<file path="config.mk">
export PLATFORM = sky130hd
export DESIGN_NAME = pcm16_float32_converter_unit
export DESIGN_NICKNAME = d
export VERILOG_FILES = /design/src/rtl/core/pcf_pkg.sv /design/src/rtl/core/pcf_regs.sv /design/src/rtl/core/pcf_front.sv /design/src/rtl/core/pcf_fmul.sv /design/src/rtl/core/pcf_back.sv /design/src/rtl/core/pcm16_float32_converter_unit.sv
export SDC_FILE = /design/constraint.sdc
export NUM_CORES = 2
export LEC_CHECK = 0
export BUFFER_PORTS_ARGS = -buffer_cell sky130_fd_sc_hd__buf_2
export CORE_ASPECT_RATIO = 0.75
export CORE_MARGIN = 3
export CORE_UTILIZATION = 45
export CTS_BUF_LIST = sky130_fd_sc_hd__clkbuf_8
export DETAILED_ROUTE_END_ITERATION = 8
export MAX_ROUTING_LAYER = met4
export PLACE_DENSITY = 0.66
export SLEW_MARGIN = 25
export SYNTH_ARGS = -nofsm -noshare
export SYNTH_HDL_FRONTEND = slang
export SYNTH_SLANG_ARGS = --single-unit
</file>
<file path="constraint.sdc">
create_clock -name clk_i -period 8.6 [get_ports clk_i]
set_clock_uncertainty 0.1 [all_clocks]
set_input_delay 1.72 -clock clk_i [delete_from_list [all_inputs] [get_ports clk_i]]
set_output_delay 1.72 -clock clk_i [all_outputs]
set_load 0.02 [all_outputs]
</file>
<file path="src/rtl/core/pcf_pkg.sv">
// ----------------------------------------------------------------------------
// pcf_pkg
// Shared types, register indexes, float constants and leading-zero helpers
// for the pcm16 / float32 sample converter.
// ----------------------------------------------------------------------------
`default_nettype none

package pcf_pkg;

  // register indexes, byte address is 4 * index
  localparam logic [1:0] REG_TO_INTEGER    = 2'd0;
  localparam logic [1:0] REG_SAMPLE_SIGNED = 2'd1;
  localparam logic [1:0] REG_SCALE_MODE    = 2'd2;
  localparam logic [1:0] REG_CUSTOM_SCALE  = 2'd3;

  // scale mode codes
  localparam logic [1:0] SCALE_NONE   = 2'd0;
  localparam logic [1:0] SCALE_UNIT   = 2'd1;
  localparam logic [1:0] SCALE_CUSTOM = 2'd2;

  // float32 bit patterns
  localparam logic [31:0] F32_ONE        = 32'h3F80_0000;
  localparam logic [31:0] F32_32768      = 32'h4700_0000;
  localparam logic [31:0] F32_INV_32768  = 32'h3800_0000;
  localparam logic [31:0] F32_DEFAULT_NAN = 32'hFFC0_0000;
  localparam logic [31:0] F32_QUIET_BIT  = 32'h0040_0000;

  localparam int unsigned NUM_STAGES = 6;

  typedef struct packed {
    logic to_int;
    logic sgn;
  } ctrl_t;

  typedef struct packed {
    logic       to_integer;
    logic       sample_signed;
    logic [1:0] scale_mode;
    logic [31:0] custom_scale;
  } cfg_t;

  function automatic logic [3:0] lzc16(input logic [15:0] v);
    logic [3:0] n;
    n = 4'd0;
    for (int i = 0; i < 16; i++) begin
      if (v[i]) n = 4'(15 - i);
    end
    return n;
  endfunction

  function automatic logic [5:0] lzc48(input logic [47:0] v);
    logic [5:0] n;
    n = 6'd0;
    for (int i = 0; i < 48; i++) begin
      if (v[i]) n = 6'(47 - i);
    end
    return n;
  endfunction

endpackage

`default_nettype wire

</file>
<file path="src/rtl/core/pcf_regs.sv">
// ----------------------------------------------------------------------------
// pcf_regs
// APB-style configuration registers.
// ----------------------------------------------------------------------------
`default_nettype none

module pcf_regs (
  input  wire logic        clk_i,
  input  wire logic        rst_ni,
  input  wire logic        psel,
  input  wire logic        penable,
  input  wire logic        pwrite,
  input  wire logic [3:0]  paddr,
  input  wire logic [31:0] pwdata,
  output logic [31:0]      prdata,
  output logic             pready,
  output pcf_pkg::cfg_t    cfg_o
);

  pcf_pkg::cfg_t cfg_q;
  logic          wr;

  assign pready = 1'b1;
  assign wr     = psel & penable & pwrite;

  always_ff @(posedge clk_i or negedge rst_ni) begin
    if (!rst_ni) begin
      cfg_q.to_integer    <= 1'b0;
      cfg_q.sample_signed <= 1'b1;
      cfg_q.scale_mode    <= pcf_pkg::SCALE_NONE;
      cfg_q.custom_scale  <= pcf_pkg::F32_ONE;
    end else if (wr) begin
      case (paddr[3:2])
        pcf_pkg::REG_TO_INTEGER:    cfg_q.to_integer    <= pwdata[0];
        pcf_pkg::REG_SAMPLE_SIGNED: cfg_q.sample_signed <= pwdata[0];
        pcf_pkg::REG_SCALE_MODE:    cfg_q.scale_mode    <= pwdata[1:0];
        pcf_pkg::REG_CUSTOM_SCALE:  cfg_q.custom_scale  <= pwdata;
        default: ;
      endcase
    end
  end

  always_comb begin
    case (paddr[3:2])
      pcf_pkg::REG_TO_INTEGER:    prdata = {31'd0, cfg_q.to_integer};
      pcf_pkg::REG_SAMPLE_SIGNED: prdata = {31'd0, cfg_q.sample_signed};
      pcf_pkg::REG_SCALE_MODE:    prdata = {30'd0, cfg_q.scale_mode};
      pcf_pkg::REG_CUSTOM_SCALE:  prdata = cfg_q.custom_scale;
      default:                    prdata = 32'd0;
    endcase
  end

  assign cfg_o = cfg_q;

endmodule

`default_nettype wire

</file>
<file path="src/rtl/core/pcf_front.sv">
// ----------------------------------------------------------------------------
// pcf_front
// Operand stage: integer to float conversion and scale selection.
// ----------------------------------------------------------------------------
`default_nettype none

module pcf_front (
  input  wire logic          clk_i,
  input  wire logic          en_i,
  input  wire logic [31:0]   sample_in_i,
  input  pcf_pkg::cfg_t      cfg_i,
  output logic [31:0]        a_o,
  output logic [31:0]        b_o,
  output pcf_pkg::ctrl_t     ctrl_o
);

  logic [15:0]    raw;
  logic           neg;
  logic [15:0]    mag;
  logic [3:0]     lz;
  logic [15:0]    norm;
  logic [31:0]    int_f;
  logic [31:0]    a_d, b_d, a_q, b_q;
  pcf_pkg::ctrl_t ctrl_d, ctrl_q;

  always_comb begin
    raw  = sample_in_i[15:0];
    neg  = cfg_i.sample_signed & raw[15];
    mag  = neg ? (16'd0 - raw) : raw;
    lz   = pcf_pkg::lzc16(mag);
    norm = mag << lz;
    if (mag == 16'd0) begin
      int_f = 32'd0;
    end else begin
      int_f = {neg, 8'(8'd142 - {4'd0, lz}), norm[14:0], 8'd0};
    end
    a_d = cfg_i.to_integer ? sample_in_i : int_f;
    case (cfg_i.scale_mode)
      pcf_pkg::SCALE_UNIT:
        b_d = cfg_i.to_integer ? pcf_pkg::F32_32768 : pcf_pkg::F32_INV_32768;
      pcf_pkg::SCALE_CUSTOM: b_d = cfg_i.custom_scale;
      default:               b_d = pcf_pkg::F32_ONE;
    endcase
    ctrl_d.to_int = cfg_i.to_integer;
    ctrl_d.sgn    = cfg_i.sample_signed;
  end

  always_ff @(posedge clk_i) begin
    if (en_i) begin
      a_q    <= a_d;
      b_q    <= b_d;
      ctrl_q <= ctrl_d;
    end
  end

  assign a_o    = a_q;
  assign b_o    = b_q;
  assign ctrl_o = ctrl_q;

endmodule

`default_nettype wire

</file>
<file path="src/rtl/core/pcf_fmul.sv">
// ----------------------------------------------------------------------------
// pcf_fmul
// Four-stage float32 multiplier, round to nearest even, with subnormals:
// mantissa product, leading-zero count, normalize shift, round and pack.
// ----------------------------------------------------------------------------
`default_nettype none

module pcf_fmul (
  input  wire logic          clk_i,
  input  wire logic [3:0]    en_i,
  input  wire logic [31:0]   a_i,
  input  wire logic [31:0]   b_i,
  input  pcf_pkg::ctrl_t     ctrl_i,
  output logic [31:0]        res_o,
  output pcf_pkg::ctrl_t     ctrl_o
);

  // ---- product stage
  logic [7:0]  ea, eb;
  logic [22:0] fa, fb;
  logic        a_nan, b_nan, a_inf, b_inf, a_zero, b_zero;
  logic        spec_d;
  logic [31:0] spec_val_d;
  logic [9:0]  esum_d;

  logic [47:0]    p1_q;
  logic [9:0]     esum1_q;
  logic           sign1_q, spec1_q;
  logic [31:0]    spv1_q;
  pcf_pkg::ctrl_t ctrl1_q;

  always_comb begin
    ea     = a_i[30:23];
    eb     = b_i[30:23];
    fa     = a_i[22:0];
    fb     = b_i[22:0];
    a_nan  = (ea == 8'hFF) && (fa != 23'd0);
    b_nan  = (eb == 8'hFF) && (fb != 23'd0);
    a_inf  = (ea == 8'hFF) && (fa == 23'd0);
    b_inf  = (eb == 8'hFF) && (fb == 23'd0);
    a_zero = (ea == 8'd0) && (fa == 23'd0);
    b_zero = (eb == 8'd0) && (fb == 23'd0);
    esum_d = 10'((ea == 8'd0) ? 8'd1 : ea) + 10'((eb == 8'd0) ? 8'd1 : eb);
    spec_d = 1'b1;
    if (a_nan) begin
      spec_val_d = a_i | pcf_pkg::F32_QUIET_BIT;
    end else if (b_nan) begin
      spec_val_d = b_i | pcf_pkg::F32_QUIET_BIT;
    end else if ((a_inf && b_zero) || (b_inf && a_zero)) begin
      spec_val_d = pcf_pkg::F32_DEFAULT_NAN;
    end else if (a_inf || b_inf) begin
      spec_val_d = {a_i[31] ^ b_i[31], 8'hFF, 23'd0};
    end else if (a_zero || b_zero) begin
      spec_val_d = {a_i[31] ^ b_i[31], 31'd0};
    end else begin
      spec_d     = 1'b0;
      spec_val_d = 32'd0;
    end
  end

  always_ff @(posedge clk_i) begin
    if (en_i[0]) begin
      p1_q    <= {24'd0, (ea != 8'd0), fa} * {24'd0, (eb != 8'd0), fb};
      esum1_q <= esum_d;
      sign1_q <= a_i[31] ^ b_i[31];
      spec1_q <= spec_d;
      spv1_q  <= spec_val_d;
      ctrl1_q <= ctrl_i;
    end
  end

  // ---- leading-zero stage
  logic [47:0]        p2_q;
  logic [5:0]         lz2_q;
  logic signed [10:0] e2_q;
  logic               sign2_q, spec2_q;
  logic [31:0]        spv2_q;
  pcf_pkg::ctrl_t     ctrl2_q;
  logic [5:0]         lz2_d;

  assign lz2_d = pcf_pkg::lzc48(p1_q);

  always_ff @(posedge clk_i) begin
    if (en_i[1]) begin
      p2_q    <= p1_q;
      lz2_q   <= lz2_d;
      // biased result exponent before rounding
      e2_q    <= 11'(esum1_q) - 11'(lz2_d) - 11'd126;
      sign2_q <= sign1_q;
      spec2_q <= spec1_q;
      spv2_q  <= spv1_q;
      ctrl2_q <= ctrl1_q;
    end
  end

  // ---- normalize stage
  logic [47:0]        nrm, shr, lostmask;
  logic               ge1;
  logic [10:0]        dd;
  logic [4:0]         d;

  logic [23:0]        kept3_q;
  logic               g3_q, st3_q, ovf3_q;
  logic [7:0]         base3_q;
  logic               sign3_q, spec3_q;
  logic [31:0]        spv3_q;
  pcf_pkg::ctrl_t     ctrl3_q;

  always_comb begin
    nrm = p2_q << lz2_q;
    ge1 = e2_q > 11'sd0;
    dd  = 11'(11'sd1 - e2_q);
    if (ge1) begin
      d = 5'd0;
    end else if (dd > 11'd26) begin
      d = 5'd26;
    end else begin
      d = dd[4:0];
    end
    shr      = nrm >> d;
    lostmask = (48'd1 << d) - 48'd1;
  end

  always_ff @(posedge clk_i) begin
    if (en_i[2]) begin
      kept3_q <= shr[47:24];
      g3_q    <= shr[23];
      st3_q   <= (|shr[22:0]) | (|(nrm & lostmask));
      ovf3_q  <= e2_q >= 11'sd255;
      base3_q <= ge1 ? 8'(e2_q - 11'sd1) : 8'd0;
      sign3_q <= sign2_q;
      spec3_q <= spec2_q;
      spv3_q  <= spv2_q;
      ctrl3_q <= ctrl2_q;
    end
  end

  // ---- round and pack stage
  logic        inc;
  logic [24:0] m;
  logic [30:0] sum;
  logic [31:0] res_d, res4_q;
  pcf_pkg::ctrl_t ctrl4_q;

  always_comb begin
    inc = g3_q & (st3_q | kept3_q[0]);
    m   = 25'(kept3_q) + 25'(inc);
    // hidden bit carries into the exponent field
    sum = {base3_q, 23'd0} + {6'd0, m};
    if (spec3_q) begin
      res_d = spv3_q;
    end else if (ovf3_q || (sum[30:23] == 8'hFF)) begin
      res_d = {sign3_q, 8'hFF, 23'd0};
    end else begin
      res_d = {sign3_q, sum};
    end
  end

  always_ff @(posedge clk_i) begin
    if (en_i[3]) begin
      res4_q  <= res_d;
      ctrl4_q <= ctrl3_q;
    end
  end

  assign res_o  = res4_q;
  assign ctrl_o = ctrl4_q;

endmodule

`default_nettype wire

</file>
<file path="src/rtl/core/pcf_back.sv">
// ----------------------------------------------------------------------------
// pcf_back
// Output stage: float to 16-bit integer with saturation, or float pass.
// ----------------------------------------------------------------------------
`default_nettype none

module pcf_back (
  input  wire logic          clk_i,
  input  wire logic          en_i,
  input  wire logic [31:0]   res_i,
  input  pcf_pkg::ctrl_t     ctrl_i,
  output logic [31:0]        sample_out_o,
  output pcf_pkg::ctrl_t     ctrl_o
);

  logic           s;
  logic [7:0]     ex;
  logic [23:0]    mant;
  logic           nan, big, tiny;
  logic [7:0]     shamt8;
  logic [4:0]     shamt;
  logic [23:0]    shifted;
  logic [15:0]    mag;
  logic           fracnz;
  logic [15:0]    ival;
  logic [31:0]    out_d, out_q;
  pcf_pkg::ctrl_t ctrl_q;

  always_comb begin
    s       = res_i[31];
    ex      = res_i[30:23];
    mant    = {1'b1, res_i[22:0]};
    nan     = (ex == 8'hFF) && (res_i[22:0] != 23'd0);
    big     = ex >= 8'd143;
    tiny    = ex < 8'd127;
    shamt8  = 8'd150 - ex;
    shamt   = shamt8[4:0];
    shifted = mant >> shamt;
    if (tiny || big) begin
      mag    = 16'd0;
      fracnz = (ex != 8'd0) || (res_i[22:0] != 23'd0);
    end else begin
      mag    = shifted[15:0];
      fracnz = |(mant & ((24'd1 << shamt) - 24'd1));
    end
    if (nan) begin
      ival = 16'd0;
    end else if (ctrl_i.sgn) begin
      if (!s) begin
        ival = (big || mag >= 16'h7FFF) ? 16'h7FFF : mag;
      end else if (big || mag > 16'h8000 || (mag == 16'h8000 && fracnz)) begin
        ival = 16'h8000;
      end else begin
        ival = 16'd0 - mag;
      end
    end else begin
      if (s) begin
        ival = 16'd0;
      end else begin
        ival = (big || mag == 16'hFFFF) ? 16'hFFFF : mag;
      end
    end
    out_d = ctrl_i.to_int ? {16'd0, ival} : res_i;
  end

  always_ff @(posedge clk_i) begin
    if (en_i) begin
      out_q  <= out_d;
      ctrl_q <= ctrl_i;
    end
  end

  assign sample_out_o = out_q;
  assign ctrl_o       = ctrl_q;

endmodule

`default_nettype wire

</file>
<file path="src/rtl/core/pcm16_float32_converter_unit.sv">
// ----------------------------------------------------------------------------
// pcm16_float32_converter_unit
// Path: six pipeline registers from input word accept to output word valid.
// Throughput: one word per cycle while out_ready_i is high; a full stage holds
// under stall while empty stages before it still fill.
// Reset: asynchronous active low, clears valid bits and returns configuration
// to its reset values.
// ----------------------------------------------------------------------------
`default_nettype none

module pcm16_float32_converter_unit (
  input  wire logic        clk_i,
  input  wire logic        rst_ni,
  input  wire logic        in_valid_i,
  output logic             in_ready_o,
  input  wire logic [31:0] sample_in_i,
  output logic             out_valid_o,
  input  wire logic        out_ready_i,
  output logic [31:0]      sample_out_o,
  input  wire logic        psel,
  input  wire logic        penable,
  input  wire logic        pwrite,
  input  wire logic [3:0]  paddr,
  input  wire logic [31:0] pwdata,
  output logic [31:0]      prdata,
  output logic             pready
);

  localparam int unsigned NS = pcf_pkg::NUM_STAGES;

  pcf_pkg::cfg_t  cfg;
  logic [NS-1:0]  vld_q;
  logic [NS:0]    en;
  logic [31:0]    a, b, res;
  pcf_pkg::ctrl_t ctrl_f, ctrl_m, ctrl_b;

  // a stage loads when it is empty or its successor moves
  always_comb begin
    en[NS] = out_ready_i;
    for (int k = NS - 1; k >= 0; k--) begin
      en[k] = !vld_q[k] || en[k+1];
    end
  end

  always_ff @(posedge clk_i or negedge rst_ni) begin
    if (!rst_ni) begin
      vld_q <= '0;
    end else begin
      if (en[0]) begin
        vld_q[0] <= in_valid_i;
      end
      for (int k = 1; k < NS; k++) begin
        if (en[k]) begin
          vld_q[k] <= vld_q[k-1];
        end
      end
    end
  end

  assign in_ready_o  = en[0];
  assign out_valid_o = vld_q[NS-1];

  pcf_regs u_regs (
    .clk_i   (clk_i),
    .rst_ni  (rst_ni),
    .psel    (psel),
    .penable (penable),
    .pwrite  (pwrite),
    .paddr   (paddr),
    .pwdata  (pwdata),
    .prdata  (prdata),
    .pready  (pready),
    .cfg_o   (cfg)
  );

  pcf_front u_front (
    .clk_i       (clk_i),
    .en_i        (en[0]),
    .sample_in_i (sample_in_i),
    .cfg_i       (cfg),
    .a_o         (a),
    .b_o         (b),
    .ctrl_o      (ctrl_f)
  );

  pcf_fmul u_fmul (
    .clk_i  (clk_i),
    .en_i   (en[4:1]),
    .a_i    (a),
    .b_i    (b),
    .ctrl_i (ctrl_f),
    .res_o  (res),
    .ctrl_o (ctrl_m)
  );

  pcf_back u_back (
    .clk_i        (clk_i),
    .en_i         (en[5]),
    .res_i        (res),
    .ctrl_i       (ctrl_m),
    .sample_out_o (sample_out_o),
    .ctrl_o       (ctrl_b)
  );

  // sink ready means the pipe never backs up to the source
  a_ready_follows: assert property (@(posedge clk_i) disable iff (!rst_ni)
    out_ready_i |-> in_ready_o) else $error("input stalled with sink ready");

  a_accept_fills: assert property (@(posedge clk_i) disable iff (!rst_ni)
    in_valid_i && in_ready_o |=> vld_q[0]) else $error("accepted word lost");

  a_int_upper_zero: assert property (@(posedge clk_i) disable iff (!rst_ni)
    out_valid_o && ctrl_b.to_int |-> sample_out_o[31:16] == 16'd0)
    else $error("integer word has upper bits set");

endmodule

`default_nettype wire

</file>
* Word-level counts from Yosys, hierarchy flattened
Cells that the tools add are included.
** Storage, ports and cells
- Input port bits :: 75
- Bits in registers :: 440
- Logic and storage cells :: 237
** Cells by class
- Bitwise gates (word level) :: 9
- Reductions and logical operators :: 53
- Multipliers :: 1
- Shifts and indexed selects :: 6
- Equal/unequal tests :: 11
- $add $sub $neg :: 13
- Multiplexer cells :: 92
- Magnitude comparators :: 7
** Operators by type and width (count)
- $mux 6 :: 48
- $mux 32 :: 8
- $mux 16 :: 10
- $pmux 32 s4 :: 1
- $reduce_bool 23->1 :: 3
- $mux 4 :: 16
- $pmux 32 s2 :: 1
- $mux 31 :: 2
- $and 48x48->48 :: 1
- $mul 24x24->48 :: 1
- $reduce_or 48->1 :: 1
- $shl 1x5->48 const A :: 1
- $shl 48x6->48 :: 1
- $shr 48x5->48 :: 1
- $sub 48x1->48 const B :: 1
- $logic_not 23->1 :: 2
- $eq 16x16->1 const B :: 2
- $eq 8x8->1 const B :: 4
- $sub 1x16->16 const A :: 2
- $add 31x25->31 :: 1
- $add 24x1->25 :: 1
- $and 24x24->24 :: 1
- $reduce_bool 8->1 :: 3
- $reduce_or 24->1 :: 1
- other kinds (36) :: 79

* Longest topological paths before layout
- Depth after elaboration :: 50
- Depth in mapped cells :: 29

* By module
A second synthesis with hierarchy kept.
** Second synthesis, totals
- Cells, all modules :: 5121
- Area total of the unflattened synthesis :: 49203.4 sq um
** Modules (own cells, without submodules)
- pcf_fmul :: sequential area each 8978.6 sq um, cells an instance 3993, instances 1, area an instance 38309.2 sq um
- pcf_back :: sequential area each 1021.0 sq um, cells an instance 588, instances 1, area an instance 4843.4 sq um
- pcf_front :: sequential area each 1981.9 sq um, cells an instance 396, instances 1, area an instance 4126.5 sq um
- pcf_regs :: sequential area each 910.9 sq um, cells an instance 124, instances 1, area an instance 1675.4 sq um
- pcm16_float32_converter_unit :: sequential area each 150.1 sq um, cells an instance 20, instances 1, area an instance 249.0 sq um

* Least setup slack after synthesis
No wires, ideal clock.
- Path kind :: input to output
- Start :: input port out_ready_i
- End :: output port in_ready_o
- Stages :: 4
- Arrival time :: 5.993 ns
- Data required time :: 6.780 ns
- Path slack :: 0.787 ns
- Path buffers :: 0
- Cell sequence :: nor2b_1 > nand3_1 > nor2_1 > nand3_1
** Between the ends
- Longest elaborated chain between the ends :: 6
** Ends and longest elaborated chain
- start: declaration :: line pcm16_float32_converter_unit.sv:18 : input wire logic out_ready_i,
- $logic_or 1x1->1 (3 in series) :: line pcm16_float32_converter_unit.sv:41 : en[k] = !vld_q[k] || en[k+1];
- via en[3] :: line pcm16_float32_converter_unit.sv:33 : logic [NS:0] en;
- $logic_or 1x1->1 (3 in series) :: line pcm16_float32_converter_unit.sv:41
- end: declaration :: line pcm16_float32_converter_unit.sv:15 : output logic in_ready_o,
The timed path passes the listed nets, and every way through them passes these cells.

* Final worst setup path
- Start :: register u_front.b_q[1] (netlist: u_front.b_o[1])
- End :: register u_fmul.p1_q[44], data pin
** Between the ends
- Longest elaborated chain between the ends :: 1
** Ends and longest elaborated chain
- start: declaration :: line pcf_front.sv:23 : logic [31:0] a_d, b_d, a_q, b_q;
- start signal: assignment :: line pcf_front.sv:51 : b_q <= b_d;
- $mul 24x24->48 :: line pcf_fmul.sv:63 : p1_q <= {24'd0, (ea != 8'd0), fa} * {24'd0, (eb != 8'd0), fb};
- end signal: assignment :: line pcf_fmul.sv:63
- end: declaration :: line pcf_fmul.sv:26 : logic [47:0] p1_q;
No other way between the ends.
A chain may end at the register's enable or synchronous reset.

==> out/metrics.sh <==
POST_DRT_VIA_CELL_RATIO=5.85
WL_PER_CELL_UM=21.9
CLOCK_SINKS=439
FINAL_STD_CELL_AREA_NO_FILL_UM2=49900
DETAILEDROUTE.FIRSTPASSITERATIONCOUNT=6
SEQUENTIAL_CELL_AREA_UM2=13000
PLACE_WS_NS=0.713
SYNTH_SEQ_CELLS=439
DRTANTENNAVIOLNETS=0
YOSYS.CELL_COUNT.TOP_TYPE='nand2_1'
CP-START-KIND='flip-flop'
CTS_REPAIR_RESIZE_COUNT=0
CRITPATHKIND='flip-flop to flip-flop'
MULTI_INPUT_COMB_AREA_UM2=30300
CP_DATA_ARRIVAL_TIME_NS=8.29
VIAS_IN_THE_FIRST_GLOBAL_ROUTE=35600
SYNTHARSTFLOPSHARE=0.0957
STD_CELL_ROWS=101
TIMING.HOLD.WORST.CLASS='flip-flop to flip-flop'
FINISH.NET_COUNT=5529
TIMING.SETUP.TNS_NS=0
CRITICAL_PATH.MOST_COMMON_CELL='fa_1'
LEAKAGE_uW=0.0216
ANTENNA_FOUND_INITIAL=6
IR_WORST_VDD_uV=264
SYNTH_AREA_LEADERS='edfxtp_1 26%, fa_1 21%, ha_1 5.9%, nand2_1 5.8%, inv_1 4.5%'
PLACEABLECOREAREA_UM2=102000
GR-USAGE-ALL-LAYERS=0.259
CTS.REPORTEDPATHS.CLKPINSLEW_NS=0.06
DRT-INITIAL-DRC-COUNT=3867
CRIT_END_CATEGORY='flip-flop'
CTS.HOLD.BUFFERS_ADDED=0
POWER_DENSITY_nW_PER_UM2=393
GRT_MAX_DEGREE=74
GLOBALROUTE.TOTALOVERFLOW=0
SETUP_REPAIR_AFTER_GLOBAL_ROUTING_MISSED_ITS_MARGIN='no'
FINAL_UTIL=0.490
FIN_CRIT_NS=7.92
TIMING_HOLD_VIOLATIONS_FINAL=0
CRIT_FANOUT=14
GRT_FIRST_PASS_WIRELENGTH_UM=211000
OUTCOME='finished, final reports clean'
TIMING.FINAL.MAX_SLEW_VIOLATIONS=0
YOSYS.AREA.TOP_TYPE_SHARE=0.257
CHIPWIDTH_UM=377
PLACE.PORT_BUFFERS=138
GLOBAL_PLACEMENT_ROUTABILITY_CONGESTION=0.999
SYNTH_TOP_CELL_BY_AREA='edfxtp_1'
FMAXACHIEVABLE_MHz=126
FLOORPLAN.INITIALDENSITY=0.456
WORST_SLEW_MARGIN_REL=0.224
LAYOUT_SETUP_WS_NS=0.682
CTS_MAX_LEVEL=3
CP_SLOWEST_CELL='edfxtp_1'
CTS_TREE='done'
REMAINING_ROUTING_DRC_VIOLATIONS=0
PROPORTION_OF_LAYOUT_CELLS_WITH_A_DRIVE_SUFFIX_ABOVE_1=0.118
SYNTH_COMMON_CELLS='723 x nand2_1, 556 x inv_1, 484 x fa_1'
YS_SEQ_AREA_FRAC=0.280
POST-DP-HPWL_UM=103000
NETLIST_INSTANCES=4738
AREA.GROWTH.SYNTH_TO_FINAL_PCT=7.44
PLACEDINSTANCEAREA_UM2=48500
CTS_MADE_BUFFERS=72
SYNTHESIS.NETS=5515
WORST_EP_REQUIRED_TIME_NS=8.97
SYN_AREA_UM2=46400
WORSTMARGINPINSLEW_NS=1.16
DIE_H_UM=284
SYNTH_ENABLE_FLOP_CELLS=397
WORST_PATH_LARGEST_CELL_DELAY_NS=0.74
VIAS=36000
MAX_CAP_VIOLS=0
WL_UM=135000
CLKLATENCYLATEPIN_NS=0.73
SYN_AREA_PER_CELL_UM2=9.80
FP.DIEAREA_UM2=107000
SYNTH-WARNING-COUNT=0
LAYOUT.FILLER_CELLS=9367
CTS_SETUP_BUFFERS=0
NUM_IO_PINS=142
NETLIST-CELL-TYPE-COUNT=91
CLOCK-ROOT-BUFFER='clkbuf_8'
CTS_BUFFER_DEPTH=3
POSTSYNTH.TOPFLOPCELL='edfxtp_1'
FINAL_NUMBER_OF_SETUP_VIOLATING_ENDPOINTS=0
RATIO_OF_FINAL_MINIMUM_PERIOD_TO_CLOCK_PERIOD=0.921
cell usage in the layout (no fill, tap or decap), types with 55 or more instances in the layout:
master,n
nand3_1,88
buf_2,137
mux2_2,89
nor2_1,219
xnor2_1,87
nor3_1,55
o21ai_0,124
clkbuf_8,76
a21oi_1,148
inv_1,578
mux2i_1,152
fa_1,484
and3_1,58
and2_1,245
ha_1,217
mux4_2,83
buf_4,102
edfxtp_1,397
nand2_1,722
where the power goes:
group / internal [uW] / switching (uW) / total [uW]
Combinational: 5270 / 7950 / 13200
Clock: 864 / 893 / 1760
Sequential: 3560 / 1060 / 4620
Total: 9700 / 9900 / 19600
state kept, by name, summed over array words and instances, names as in the netlist, 2 cells and up:
name	cells
u_front.b_o	32
u_fmul.ctrl_o	2
u_fmul.spv2_q	32
u_fmul.lz2_q	6
u_fmul.ctrl3_q	2
u_fmul.res_o	32
u_fmul.ctrl2_q	2
u_fmul.p1_q	48
u_regs.cfg_o	36
u_fmul.spv3_q	32
u_front.ctrl_o	2
u_fmul.spv1_q	32
u_fmul.e2_q	11
u_front.a_o	32
u_fmul.ctrl1_q	2
u_back.sample_out_o	32
vld_q	6
u_fmul.esum1_q	9
u_fmul.p2_q	48
u_fmul.base3_q	8
u_fmul.kept3_q	24
cell families after synthesis:
logic type,after synthesis,share of synthesized area
AND/OR/NAND/NOR,1615,0.165
XOR/XNOR,131,0.0247
buffers and inverters,857,0.0699
other,1,0.0000808
flip-flops,439,0.280
AO/OA/AOI/OAI,669,0.0986
adder cells (fa/ha/maj),702,0.267
multiplexers,324,0.0946
worst max-delay path: cells and delay by family (launching register included):
kind	cells	cell delay (ns)
buffers and inverters	6	0.73
DFF	1	0.74
and+or+nand+nor	4	0.43
AOI/OAI and AO/OA	8	1.98
xor gates and xnor gates	1	0.08
adders and majority gates	8	3.61
per-stage QoR:
stage | cells | power [uW] | hold slack [ns]
global route | 6153 | 21200 | 0.306
detailed placement | 6017 | 17600 | 0.305
finish | 6153 | 19600 | 0.307
global placement | 6017 | 17500 | 0.301
floorplan | 4738 | 13600 | 0.300
CTS | 6148 | 19500 | 0.308
worst paths after layout:
| check | cells past startpoint | end | slack [ns] | startpoint |
|---|---|---|---|---|
| worst max-delay path | 27 | u_fmul.p1_q[44] | 0.68 | u_front.b_o[1] |
| worst max register to register | 27 | u_fmul.p1_q[44] | 0.68 | u_front.b_o[1] |
| min in group asynchronous | 1 | vld_q[1] | 0.89 | rst_ni |
| worst min register to register | 0 | u_fmul.spv2_q[12] | 0.31 | u_fmul.spv1_q[12] |
| max in group asynchronous | 1 | u_regs.cfg_o[17] | 7.07 | rst_ni |
| worst min-delay path | 0 | u_fmul.spv2_q[12] | 0.31 | u_fmul.spv1_q[12] |
final cells by class:
type	count	share of cell area
antenna	5	0.000251
clock buffer	76	0.0210
clock inverter	55	0.00615
inverter	558	0.0420
multi-input combinational	3442	0.608
sequential	439	0.260
tap	1339	0.0336
timing repair buffer	239	0.0291
metal layers:
metal / wire [um] / vias up / GRT usage
met1: 60600 / 17900 / 0.383
li1: - / 16200 / -
met4: 2330 / 0 / 0.0510
met3: 14500 / 187 / 0.0638
met2: 57500 / 1747 / 0.362
met5: 0 / - / -
(Power assumes the default switching activity.)
